[config.mk]
export PLATFORM = sky130hd
export DESIGN_NAME = wmq_row_ram
export DESIGN_NICKNAME = d
export VERILOG_FILES = /design/src/rtl/wmq_row_ram.sv
export SDC_FILE = /design/constraint.sdc
export NUM_CORES = 1
export LEC_CHECK = 0
export CAP_MARGIN = 20
export CORE_MARGIN = 4
export CORE_UTILIZATION = 62
export CTS_CLUSTER_SIZE = 16
export DETAILED_ROUTE_END_ITERATION = 8
export DONT_BUFFER_PORTS = 1
export GPL_TIMING_DRIVEN = 1
export PLACE_DENSITY = 0.8
export SLEW_MARGIN = 10
export SYNTH_ARGS = -nofsm -noshare
export SYNTH_HDL_FRONTEND = slang
export SYNTH_SLANG_ARGS = --single-unit
[constraint.sdc]
create_clock -name clk -period 4.9 [get_ports clk]
set_clock_uncertainty 0.1 [all_clocks]
set_input_delay 0.245 -clock clk [delete_from_list [all_inputs] [get_ports clk]]
set_output_delay 0.245 -clock clk [all_outputs]
set_load 0.01 [all_outputs]
[src/rtl/wmq_row_ram.sv]
// wmq_row_ram: single-port-write, single-port-read synchronous row memory
// one row holds a whole queue and its fill; read data registered on rd_en
// no dependencies
module wmq_row_ram #(
    parameter int WIDTH = 8,
    parameter int DEPTH = 16,
    parameter int ADDR_W = 4
) (
    input  logic              clk,
    input  logic              wr_en,
    input  logic [ADDR_W-1:0] wr_addr,
    input  logic [WIDTH-1:0]  wr_data,
    input  logic              rd_en,
    input  logic [ADDR_W-1:0] rd_addr,
    output logic [WIDTH-1:0]  rd_data
);

    logic [WIDTH-1:0] mem [DEPTH];
    logic [WIDTH-1:0] rd_data_reg;

    always_ff @(posedge clk)
    begin
        if (wr_en)
        begin
            mem[wr_addr] <= wr_data;
        end
    end

    always_ff @(posedge clk)
    begin
        if (rd_en)
        begin
            rd_data_reg <= mem[rd_addr];
        end
    end

    assign rd_data = rd_data_reg;

endmodule

==> metrics.txt, run 1 <==
# TYPE chip_impl_metric gauge
chip_impl_metric{name="combPwrFrac",unit="%"} 3.6
chip_impl_info{name="rsz_0062_raised_after_global_routing",value="no"} 1
chip_impl_metric{name="dp.final_hpwl",unit="um"} 5420
chip_impl_metric{name="worst_margin_slew",unit="ns"} 0.804
chip_impl_metric{name="timing.final.setup_violations",unit=""} 0
chip_impl_metric{name="chipWidth",unit="um"} 99.8
chip_impl_metric{name="max_clock_freq",unit="MHz"} 553
chip_impl_metric{name="n_antenna_cell",unit=""} 0
chip_impl_metric{name="syn_nets",unit=""} 248
chip_impl_info{name="critPathTopFamily",value="buffers and inverters"} 1
chip_impl_metric{name="worst_slack",unit="ns"} 3.09
chip_impl_metric{name="clock_path_buffers",unit=""} 2
chip_impl_metric{name="slew_headroom",unit="%"} 46.2
chip_impl_metric{name="post_synth.cell_area_avg",unit="um2"} 22.8
chip_impl_info{name="synth_area_leader_cell",value="edfxtp_1"} 1
chip_impl_metric{name="crit_arrival",unit="ns"} 1.87
chip_impl_metric{name="design_power_total",unit="mW"} 2.59
chip_impl_metric{name="power.net_switching",unit="mW"} 0.513
chip_impl_metric{name="routed_wirelength",unit="um"} 9270
chip_impl_info{name="highest-signal-layer",value="met4"} 1
chip_impl_info{name="critical_path.startpoint_type",value="input port"} 1
chip_impl_metric{name="synth.cell_area",unit="um2"} 5230
chip_impl_metric{name="post_cts_clock_slew_at_the_launch_and_capture_registers_of_the_worst_setup_and_hold_paths",unit="ns"} 0.06
chip_impl_metric{name="synthesis.yosys.warnings",unit=""} 0
chip_impl_metric{name="power.leakage",unit="nW"} 1.94
chip_impl_info{name="ys_top_cells_by_area",value="edfxtp_1, mux4_2, mux4_1"} 1
chip_impl_metric{name="timing.final.hold_violations",unit=""} 0
chip_impl_metric{name="power_density",unit="nW/um2"} 433
chip_impl_metric{name="syn2layout_area_growth",unit="%"} 14.4
chip_impl_metric{name="track_usage",unit="%"} 21.1
chip_impl_metric{name="cp_max_fo",unit=""} 8
chip_impl_metric{name="pre_cts_slack",unit="ns"} 2.74
chip_impl_metric{name="layout.cell_area.non_filler",unit="um2"} 5980
chip_impl_metric{name="finalCritPeriodShare",unit="%"} 36.9
chip_impl_info{name="cts.root.buffer_cell",value="clkbuf_8"} 1
chip_impl_metric{name="power_frac_seq",unit="%"} 51.1
chip_impl_metric{name="wire_per_inst",unit="um"} 25.0
chip_impl_metric{name="power.internal",unit="mW"} 2.07
chip_impl_metric{name="first_global_vias",unit=""} 2498
chip_impl_metric{name="first_iter_violations",unit=""} 269
chip_impl_metric{name="core",unit="um2"} 8220
chip_impl_metric{name="drt-vias-per-instance",unit=""} 6.31
chip_impl_metric{name="clock_sink_count",unit=""} 136
chip_impl_metric{name="yosys_register_bits",unit=""} 136
chip_impl_info{name="crit_chain",value="dlygate4sd3_1 -> nor3_1 -> dlygate4sd3_1"} 1
chip_impl_metric{name="swShare",unit="%"} 19.8
chip_impl_metric{name="vias",unit=""} 2340
chip_impl_metric{name="dpl-instance-area",unit="um2"} 5270
chip_impl_info{name="hold_class",value="input port to flip-flop"} 1
chip_impl_info{name="critical_path_class",value="input port to flip-flop"} 1
chip_impl_metric{name="min_period",unit="ns"} 1.81
chip_impl_metric{name="num-fill-cells",unit=""} 430
chip_impl_metric{name="clk_pwr_share",unit="%"} 45.3
chip_impl_metric{name="grt_antenna_before_repair",unit=""} 0
chip_impl_metric{name="wl_met1",unit="um"} 3910
chip_impl_metric{name="cts_buffers",unit=""} 17
chip_impl_info{name="cts_tree",value="done"} 1
chip_impl_metric{name="synthCells",unit=""} 229
chip_impl_metric{name="timing.setup.tns",unit="ns"} 0
chip_impl_metric{name="postRouteAntennaNets",unit=""} 0
chip_impl_info{name="critical-path-slowest-cell",value="dlygate4sd3_1"} 1
chip_impl_metric{name="first_pass_iters",unit=""} 4
chip_impl_metric{name="die_height",unit="um"} 99.8
chip_impl_info{name="crit_path_end_kind",value="flip-flop"} 1
chip_impl_metric{name="design.final.nets",unit=""} 273
chip_impl_metric{name="netlist-cell-type-count",unit=""} 18
chip_impl_metric{name="placement_rows",unit=""} 33
chip_impl_metric{name="area_share_of_the_largest_cell_type_after_synthesis",unit="%"} 78.1
chip_impl_info{name="timing.critical_path.mode_cell",value="dlygate4sd3_1"} 1
chip_impl_metric{name="worstPathBufferInverterCount",unit=""} 2
chip_impl_metric{name="drv_slew",unit=""} 0
chip_impl_metric{name="num_io_pins",unit=""} 27
chip_impl_metric{name="met2_wire_length",unit="um"} 4580
chip_impl_metric{name="final_layout_size_suffix_gt1_share",unit="%"} 19.2
chip_impl_metric{name="grt_start_max_net_pins",unit=""} 33
chip_impl_info{name="outcome",value="finished clean"} 1
chip_impl_metric{name="cap_viol_max_count",unit=""} 0
chip_impl_metric{name="global_route.overflow_total",unit=""} 0
chip_impl_metric{name="crit_required",unit="ns"} 4.96
chip_impl_metric{name="wire_length_of_the_first_global_routing_pass",unit="um"} 14700
chip_impl_metric{name="largest_register_ffs",unit=""} 128
chip_impl_metric{name="place.port_buffers",unit=""} 0
chip_impl_metric{name="routabilityCongestion",unit=""} 0.796
chip_impl_metric{name="drc_errors",unit=""} 0
chip_impl_metric{name="critical-path-max-stage-delay",unit="ns"} 0.81
chip_impl_metric{name="floorplan.die_area",unit="um2"} 9970
chip_impl_metric{name="htree_levels",unit=""} 4
chip_impl_metric{name="wl_met3",unit="um"} 695
chip_impl_metric{name="clk_latency",unit="ns"} 0.50
chip_impl_metric{name="vdd_drop_max",unit="mV"} 0.290
chip_impl_metric{name="initial_core_util",unit="%"} 63.6
chip_impl_metric{name="ys_seq_area_share",unit="%"} 78.1
worst reg2reg max path, delay by kind of cell, from the launching register on:
family / cells / cell delay [ns]
flip-flops: 1 / 0.37
multiplexers: 1 / 0.50
AO/OA/AOI/OAI: 1 / 0.37
AND/OR/NAND/NOR: 1 / 0.11
power by group through the flow:
| stage | combinational (mW) | clock (mW) | sequential [mW] |
|---|---|---|---|
| 2_1_floorplan | 0.0661 | 0 | 1.34 |
| 3_3_place_gp | 0.0675 | 0 | 1.34 |
| 3_5_place_dp | 0.0688 | 0 | 1.35 |
| 4_1_cts | 0.0937 | 1.18 | 1.32 |
| 5_1_grt | 0.101 | 1.24 | 1.32 |
| 6_report | 0.0942 | 1.17 | 1.32 |
placed cells by master, fill, tap and decap left out:
master,instances
clkbuf_1,2
nand2_1,9
mux4_2,18
buf_2,2
clkinv_2,3
bufinv_16,2
nor2_1,13
clkinvlp_4,5
and2_1,1
nor3_2,1
clkbuf_8,1
nand3b_1,2
a22oi_1,16
dlygate4sd3_1,14
and2b_1,1
clkbuf_16,16
nor2b_1,1
or3b_2,1
edfxtp_1,136
nand2b_1,2
mux4_1,14
nand3_1,1
nor3_1,3
clkinv_4,2
path summary, 6_finish.rpt:
| kind | startpoint | endpoint | slack [ns] | depth (start not counted) |
|---|---|---|---|---|
| setup / recovery | wr_addr[0] | mem[8][1]$_DFFE_PP_ | 3.09 | 3 |
| setup reg to reg | mem[3][4]$_DFFE_PP_ | rd_data[4]$_DFFE_PP_ | 3.19 | 3 |
| hold reg to reg | mem[13][4]$_DFFE_PP_ | rd_data[4]$_DFFE_PP_ | 0.67 | 3 |
| hold / removal | rd_addr[1] | rd_data[1]$_DFFE_PP_ | 0.04 | 3 |
cell type report:
type,count,area (um2),share of cell area [%]
sequential,136,4080,68.3
tap,105,131,2.20
clock buffer,19,422,7.05
timing repair buffer,16,150,2.51
multi-input combinational,83,1060,17.8
clock inverter,12,130,2.18
metal layers:
layer / vias to the layer above / track usage (%)
met1: 1208 / 29.5
met4: 0 / 6.62
met2: 90 / 32.3
li1: 1036 / -
met5: - / 0
met3: 6 / 6.67
cells by family after synthesis:
kind of cell	Yosys count	share of synthesized area [%]
AOI/OAI and AO/OA	16	2.30
buffers and inverters	10	1.65
DFF	136	78.1
muxes	32	14.8
and+or+nand+nor	35	3.14
timing repair:
item / CTS / global route
hold endpoints to repair: 160 / 8
gates resized for setup: 0 / 0
setup buffers: 0 / 0
endpoints found under the setup margin: 0 / 0
hold buffers: 12 / 2
metrics by stage:
stage	utilization [%]	std cells	hold WS, ns
2_1_floorplan	-	229	0.244
3_3_place_gp	64.2	324	0.245
3_5_place_dp	64.2	324	0.245
4_1_cts	72.3	367	0.00497
5_1_grt	72.8	371	0.0260
6_report	72.8	371	0.0407
cells in the mapped netlist:
library cell and instances:
and2_1 1, nor3_1 4, nand2_1 9, nand2b_1 2, mux4_2 18, a22oi_1 16
buf_4 1, nor2_1 13, nor2b_1 1, mux4_1 14, and2b_1 1, buf_6 3
edfxtp_1 136, clkdlybuf4s25_2 3, nand3_1 1, nand3b_1 2, or3b_2 1, buf_2 3
No activity file was read; power rests on OpenSTA's default activity.
==> run 2: changes to the inputs <==
clock period = 1.7 ns   (was 4.9 ns; I/O delays follow)
==> run 2 against run 1 <==
Wire length increased by 14%. Non-clock buffer count increased by 16. Largest power group unchanged. Critical path depth increased by 1. Via count increased by 8.5%. Utilization increased by 2.5 points. Largest cell class unchanged. Combinational power increased to 3.2 times the previous value. The run now ends with negative hold slack left. Power increased to 3.1 times the previous value.
==> metrics.txt, run 2 (synthesis gave the netlist of run 1 again) <==
# TYPE chip_impl_metric gauge
chip_impl_info{name="outcome",value="complete, but fails checks"} 1
chip_impl_info{name="violations",value="negative hold slack"} 1
chip_impl_metric{name="die_height",unit="um"} 99.8
chip_impl_metric{name="cp_max_fo",unit=""} 8
chip_impl_info{name="rr_endpoint",value="rd_data[1]$_DFFE_PP_"} 1
chip_impl_info{name="cts_tree",value="done"} 1
chip_impl_metric{name="crit_required",unit="ns"} 1.81
chip_impl_metric{name="n_antenna_cell",unit=""} 0
chip_impl_metric{name="clock_sink_count",unit=""} 136
chip_impl_metric{name="vias",unit=""} 2540
chip_impl_info{name="timing.critical_path.from",value="wr_addr[0]"} 1
chip_impl_metric{name="cts.hold.buffers_added",unit=""} 14
chip_impl_metric{name="largest_register_ffs",unit=""} 128
chip_impl_metric{name="max_clock_freq",unit="MHz"} 603
chip_impl_metric{name="drc_errors",unit=""} 0
chip_impl_metric{name="design_power_total",unit="mW"} 7.93
chip_impl_metric{name="cts.repair_timing.setup_buffer_count",unit=""} 0
chip_impl_metric{name="dpl-instance-area",unit="um2"} 5410
chip_impl_metric{name="fin_hold_ws",unit="ns"} -0.100
chip_impl_metric{name="first_pass_iters",unit=""} 5
chip_impl_info{name="critical_path_class",value="input port to flip-flop"} 1
chip_impl_info{name="hold_class",value="input port to flip-flop"} 1
chip_impl_info{name="rsz_0062_raised_after_global_routing",value="no"} 1
chip_impl_metric{name="worst_margin_slew",unit="ns"} 0.593
chip_impl_info{name="critical_path.startpoint_type",value="input port"} 1
chip_impl_metric{name="grt_start_max_net_pins",unit=""} 33
chip_impl_metric{name="num_io_pins",unit=""} 27
chip_impl_metric{name="power.leakage",unit="nW"} 2.06
chip_impl_metric{name="initial_core_util",unit="%"} 63.6
chip_impl_metric{name="post_cts_clock_slew_at_the_launch_and_capture_registers_of_the_worst_setup_and_hold_paths",unit="ns"} 0.06
chip_impl_metric{name="place.port_buffers",unit=""} 0
chip_impl_info{name="worst_setup_path_endpoint",value="mem[0][4]$_DFFE_PP_"} 1
chip_impl_metric{name="final_layout_size_suffix_gt1_share",unit="%"} 23.8
chip_impl_metric{name="min_period",unit="ns"} 1.66
chip_impl_metric{name="routed_wirelength",unit="um"} 10600
chip_impl_metric{name="timing.setup.tns",unit="ns"} 0
chip_impl_metric{name="timing.final.hold_violations",unit=""} 8
chip_impl_metric{name="drv_slew",unit=""} 0
chip_impl_info{name="top_library_cells_by_usage_in_the_layout_fill_and_taps_aside",value="edfxtp_1, mux4_2, buf_4"} 1
chip_impl_info{name="crit_path_end_kind",value="flip-flop"} 1
chip_impl_metric{name="num-fill-cells",unit=""} 428
chip_impl_metric{name="cap_viol_max_count",unit=""} 0
chip_impl_metric{name="clk_latency",unit="ns"} 0.52
chip_impl_metric{name="dp.final_hpwl",unit="um"} 5920
chip_impl_metric{name="grt_antenna_before_repair",unit=""} 0
chip_impl_info{name="layout_commonest_cell",value="edfxtp_1"} 1
chip_impl_metric{name="crit_arrival",unit="ns"} 1.77
chip_impl_metric{name="design.final.nets",unit=""} 289
chip_impl_metric{name="syn2layout_area_growth",unit="%"} 18.2
chip_impl_metric{name="first_global_vias",unit=""} 2626
chip_impl_metric{name="wire_per_inst",unit="um"} 27.4
chip_impl_metric{name="first_iter_violations",unit=""} 394
chip_impl_info{name="worstReg2RegStart",value="mem[5][1]$_DFFE_PP_"} 1
chip_impl_metric{name="wire_length_of_the_first_global_routing_pass",unit="um"} 16300
chip_impl_metric{name="clock_path_buffers",unit=""} 2
chip_impl_metric{name="floorplan.die_area",unit="um2"} 9970
chip_impl_metric{name="worstRegToRegCells",unit=""} 3
chip_impl_info{name="cts.root.buffer_cell",value="clkbuf_8"} 1
chip_impl_metric{name="vdd_drop_max",unit="mV"} 0.975
chip_impl_metric{name="cts_buffers",unit=""} 17
chip_impl_metric{name="drt-vias-per-instance",unit=""} 6.56
chip_impl_metric{name="power_density",unit="nW/um2"} 1280
chip_impl_metric{name="routabilityCongestion",unit=""} 0.733
chip_impl_metric{name="timing.final.setup_violations",unit=""} 0
chip_impl_metric{name="layout.cell_area.non_filler",unit="um2"} 6180
chip_impl_metric{name="postRouteAntennaNets",unit=""} 0
chip_impl_metric{name="htree_levels",unit=""} 4
chip_impl_metric{name="global_route.overflow_total",unit=""} 0
chip_impl_metric{name="timing.reg2reg.setup_slack",unit="ns"} 0.09
chip_impl_metric{name="finalCritPeriodShare",unit="%"} 97.5
chip_impl_metric{name="track_usage",unit="%"} 23.6
chip_impl_metric{name="core",unit="um2"} 8220
chip_impl_metric{name="placement_rows",unit=""} 33
chip_impl_metric{name="chipWidth",unit="um"} 99.8
chip_impl_metric{name="slew_headroom",unit="%"} 60.3
run 2: layer usage:
metal / vias up / track usage [%] / share of wire (%)
met5: - / 0 / 0
met4: 0 / 7.88 / 1.6
met3: 13 / 7.16 / 7.5
met2: 146 / 36.7 / 52
met1: 1315 / 32.7 / 39
li1: 1066 / - / -
run 2: layout make-up:
| class | instances | area (um2) | area share (%) |
|---|---|---|---|
| Clock buffer | 17 | 414 | 6.70 |
| Clock inverter | 14 | 204 | 3.30 |
| Multi-Input combinational cell | 83 | 1060 | 17.2 |
| Sequential cell | 136 | 4080 | 66.1 |
| Tap cell | 105 | 131 | 2.13 |
| Timing Repair Buffer | 32 | 285 | 4.62 |
run 2: what timing repair did:
item / CTS / global route
endpoints found under the hold margin: 187 / 8
setup endpoints to repair: 0 / 1
resized for setup: 0 / 1
run 2: report_power, final:
part           internal, mW  switching [mW]
combinational         0.140           0.163
clock                  2.50            1.31
sequential             3.78          0.0308
total                  6.43            1.50
run 2: how the worst min path moves through the flow:
stage                    start                    to  slack [ns]  depth (start not counted)
global route        rd_addr[0]  rd_data[5]$_DFFE_PP_       -0.12                          3
CTS                 rd_addr[0]  rd_data[3]$_DFFE_PP_       -0.12                          3
detailed placement  wr_data[7]   mem[8][7]$_DFFE_PP_        0.08                          0
finish              rd_addr[0]  rd_data[5]$_DFFE_PP_       -0.10                          3
floorplan           wr_data[0]   mem[0][0]$_DFFE_PP_        0.08                          0
global placement    wr_data[7]  mem[11][7]$_DFFE_PP_        0.08                          0
run 2: worst max-delay path: stages:
cell and delay (ns):
dlygate4sd3_1 0.62, nor3_1 0.25, dlygate4sd3_1 0.61, buf_4 0.20
run 2: per-stage QoR:
stage               hold slack, ns  utilization [%]  cells  worst slack, ns
floorplan                   0.0839                -    229           0.0221
global placement            0.0847             65.8    342            0.164
detailed placement          0.0846             65.8    342            0.102
CTS                         -0.116             75.2    387           0.0549
global route                -0.119             75.2    387           0.0194
finish                      -0.100             75.2    387           0.0427
==> run 3: changes to the inputs <==
RECOVER_POWER = 100   (was default)
==> run 3 against run 2 <==
The flow still finishes with violations (negative hold slack). Global-route usage did not move. Power down 0.21%. Clock power is essentially flat. Critical path depth unchanged. Via count rose by 1.3%. Hold slack better by 0.0018 ns. Cell area fell by 0.97%. First-iteration DRC count decreased by 17%. Wire length is 0.54% lower. Critical path type unchanged. Critical endpoint unchanged. Highest routed layer unchanged.
==> metrics.txt, run 3 (synthesis gave the netlist of run 1 again) <==
# TYPE chip_impl_metric gauge
chip_impl_metric{name="crit_required",unit="ns"} 1.81
chip_impl_metric{name="initial_core_util",unit="%"} 63.6
chip_impl_metric{name="drc_errors",unit=""} 0
chip_impl_metric{name="cts.hold.buffers_added",unit=""} 14
chip_impl_metric{name="place.port_buffers",unit=""} 0
chip_impl_metric{name="finalCritPeriodShare",unit="%"} 95.7
chip_impl_info{name="cts.root.buffer_cell",value="clkbuf_8"} 1
chip_impl_metric{name="power_density",unit="nW/um2"} 1290
chip_impl_metric{name="largest_register_ffs",unit=""} 128
chip_impl_info{name="hold_class",value="input port to flip-flop"} 1
chip_impl_metric{name="num-fill-cells",unit=""} 451
chip_impl_metric{name="cp_max_fo",unit=""} 8
chip_impl_metric{name="max_clock_freq",unit="MHz"} 615
chip_impl_metric{name="placement_rows",unit=""} 33
chip_impl_metric{name="clock_path_buffers",unit=""} 2
chip_impl_metric{name="timing.setup.tns",unit="ns"} 0
chip_impl_metric{name="timing.final.setup_violations",unit=""} 0
chip_impl_metric{name="die_height",unit="um"} 99.8
chip_impl_info{name="critical_path_class",value="input port to flip-flop"} 1
chip_impl_metric{name="timing.final.hold_violations",unit=""} 8
chip_impl_metric{name="num_io_pins",unit=""} 27
chip_impl_metric{name="drt-vias-per-instance",unit=""} 6.65
chip_impl_metric{name="dp.final_hpwl",unit="um"} 5920
chip_impl_metric{name="design.final.nets",unit=""} 289
chip_impl_metric{name="track_usage",unit="%"} 23.6
chip_impl_info{name="critical_path.startpoint_type",value="input port"} 1
chip_impl_metric{name="wire_length_of_the_first_global_routing_pass",unit="um"} 16300
chip_impl_metric{name="layout.core_utilization",unit="%"} 74.5
chip_impl_info{name="cts_tree",value="done"} 1
chip_impl_info{name="outcome",value="complete, but fails checks"} 1
chip_impl_metric{name="first_iter_violations",unit=""} 327
chip_impl_metric{name="routabilityCongestion",unit=""} 0.733
chip_impl_metric{name="power.leakage",unit="nW"} 2.00
chip_impl_metric{name="chipWidth",unit="um"} 99.8
chip_impl_metric{name="multiInputGateArea",unit="um2"} 1060
chip_impl_info{name="top_library_cells_by_usage_in_the_layout_fill_and_taps_aside",value="edfxtp_1, mux4_2, a22oi_1, clkbuf_16"} 1
chip_impl_metric{name="grt_start_max_net_pins",unit=""} 33
chip_impl_metric{name="vias",unit=""} 2573
chip_impl_metric{name="htree_levels",unit=""} 4
chip_impl_metric{name="min_period",unit="ns"} 1.63
chip_impl_info{name="layout_commonest_cell",value="edfxtp_1"} 1
chip_impl_metric{name="vdd_drop_max",unit="mV"} 0.965
chip_impl_info{name="violations",value="negative hold slack"} 1
chip_impl_metric{name="worst_margin_slew",unit="ns"} 0.662
chip_impl_metric{name="global_route.overflow_total",unit=""} 0
chip_impl_metric{name="first_global_vias",unit=""} 2626
chip_impl_metric{name="postRouteAntennaNets",unit=""} 0
chip_impl_metric{name="clk_latency",unit="ns"} 0.51
chip_impl_metric{name="n_antenna_cell",unit=""} 0
chip_impl_info{name="crit_path_end_kind",value="flip-flop"} 1
chip_impl_metric{name="cap_viol_max_count",unit=""} 0
chip_impl_metric{name="first_pass_iters",unit=""} 5
chip_impl_metric{name="wire_per_inst",unit="um"} 27.2
chip_impl_metric{name="seqCellArea",unit="um2"} 4080
chip_impl_metric{name="fin_hold_ws",unit="ns"} -0.0987
chip_impl_metric{name="floorplan.die_area",unit="um2"} 9970
chip_impl_metric{name="grt_antenna_before_repair",unit=""} 0
chip_impl_metric{name="crit_arrival",unit="ns"} 1.74
chip_impl_metric{name="slew_headroom",unit="%"} 55.8
chip_impl_metric{name="post_cts_clock_slew_at_the_launch_and_capture_registers_of_the_worst_setup_and_hold_paths",unit="ns"} 0.06
chip_impl_metric{name="routed_wirelength",unit="um"} 10500
chip_impl_metric{name="syn2layout_area_growth",unit="%"} 17.1
chip_impl_metric{name="drv_slew",unit=""} 0
chip_impl_metric{name="core",unit="um2"} 8220
chip_impl_info{name="rsz_0062_raised_after_global_routing",value="no"} 1
chip_impl_metric{name="clock_sink_count",unit=""} 136
chip_impl_metric{name="cts_buffers",unit=""} 17
chip_impl_metric{name="final_layout_size_suffix_gt1_share",unit="%"} 18.4
-- run 3: cell types whose count changed in the layout (fill, tap and decap cells not counted) --
cell,before,now
a22oi_2,1,0
clkbuf_2,0,1
a22oi_1,15,16
clkbuf_1,0,14
buf_4,18,3
-- run 3: final timing paths --
check,endpoint,slack [ns],depth (start not counted),from
worst min-delay path,rd_data[4]$_DFFE_PP_,-0.1,3,rd_addr[0]
worst max-delay path,mem[0][4]$_DFFE_PP_,0.07,4,wr_addr[0]
worst min register to register,rd_data[5]$_DFFE_PP_,0.65,3,mem[14][5]$_DFFE_PP_
worst max register to register,rd_data[1]$_DFFE_PP_,0.10,3,mem[5][1]$_DFFE_PP_
-- run 3: critical path, stage by stage --
cell,delay [ns]
dlygate4sd3_1,0.62
nor3_1,0.23
dlygate4sd3_1,0.60
buf_4,0.20
-- run 3: layout make-up --
type | count | share of cell area, %
clock buffer | 17 | 6.77
clock inverter | 14 | 3.33
multi-input combinational | 83 | 17.3
sequential | 136 | 66.7
tap | 105 | 2.15
timing repair buffer | 32 | 3.76
-- run 3: metal layers --
| metal | vias to the layer above | share of wire (%) | GRT usage [%] |
|---|---|---|---|
| met5 | - | 0 | 0 |
| met2 | 137 | 52 | 36.7 |
| met4 | 0 | 1.7 | 7.88 |
| met1 | 1356 | 39 | 32.7 |
| met3 | 13 | 8.1 | 7.16 |
| li1 | 1067 | - | - |
-- run 3: what timing repair did --
action | CTS | global route
gates resized for setup | 0 | 1
endpoints found under the hold margin | 187 | 8
buffers inserted | 0 | 0
endpoints found under the setup margin | 0 | 1
-- run 3: power by group --
group          internal (mW)  total (mW)  switching [mW]
Combinational          0.135       0.296           0.161
Sequential              3.78        3.81          0.0305
Clock                   2.50        3.80            1.30
-- run 3: per-stage QoR --
stage / power [mW] / instance area [um2] / std cells / hold slack [ns] / setup slack (ns)
2_1_floorplan: 4.06 / 5230 / 229 / 0.0839 / 0.0221
3_3_place_gp: 4.08 / 5410 / 342 / 0.0847 / 0.164
3_5_place_dp: 4.09 / 5410 / 342 / 0.0846 / 0.102
4_1_cts: 7.94 / 6180 / 387 / -0.116 / 0.0549
5_1_grt: 8.15 / 6120 / 387 / -0.119 / 0.0194
6_report: 7.91 / 6120 / 387 / -0.0987 / 0.0728
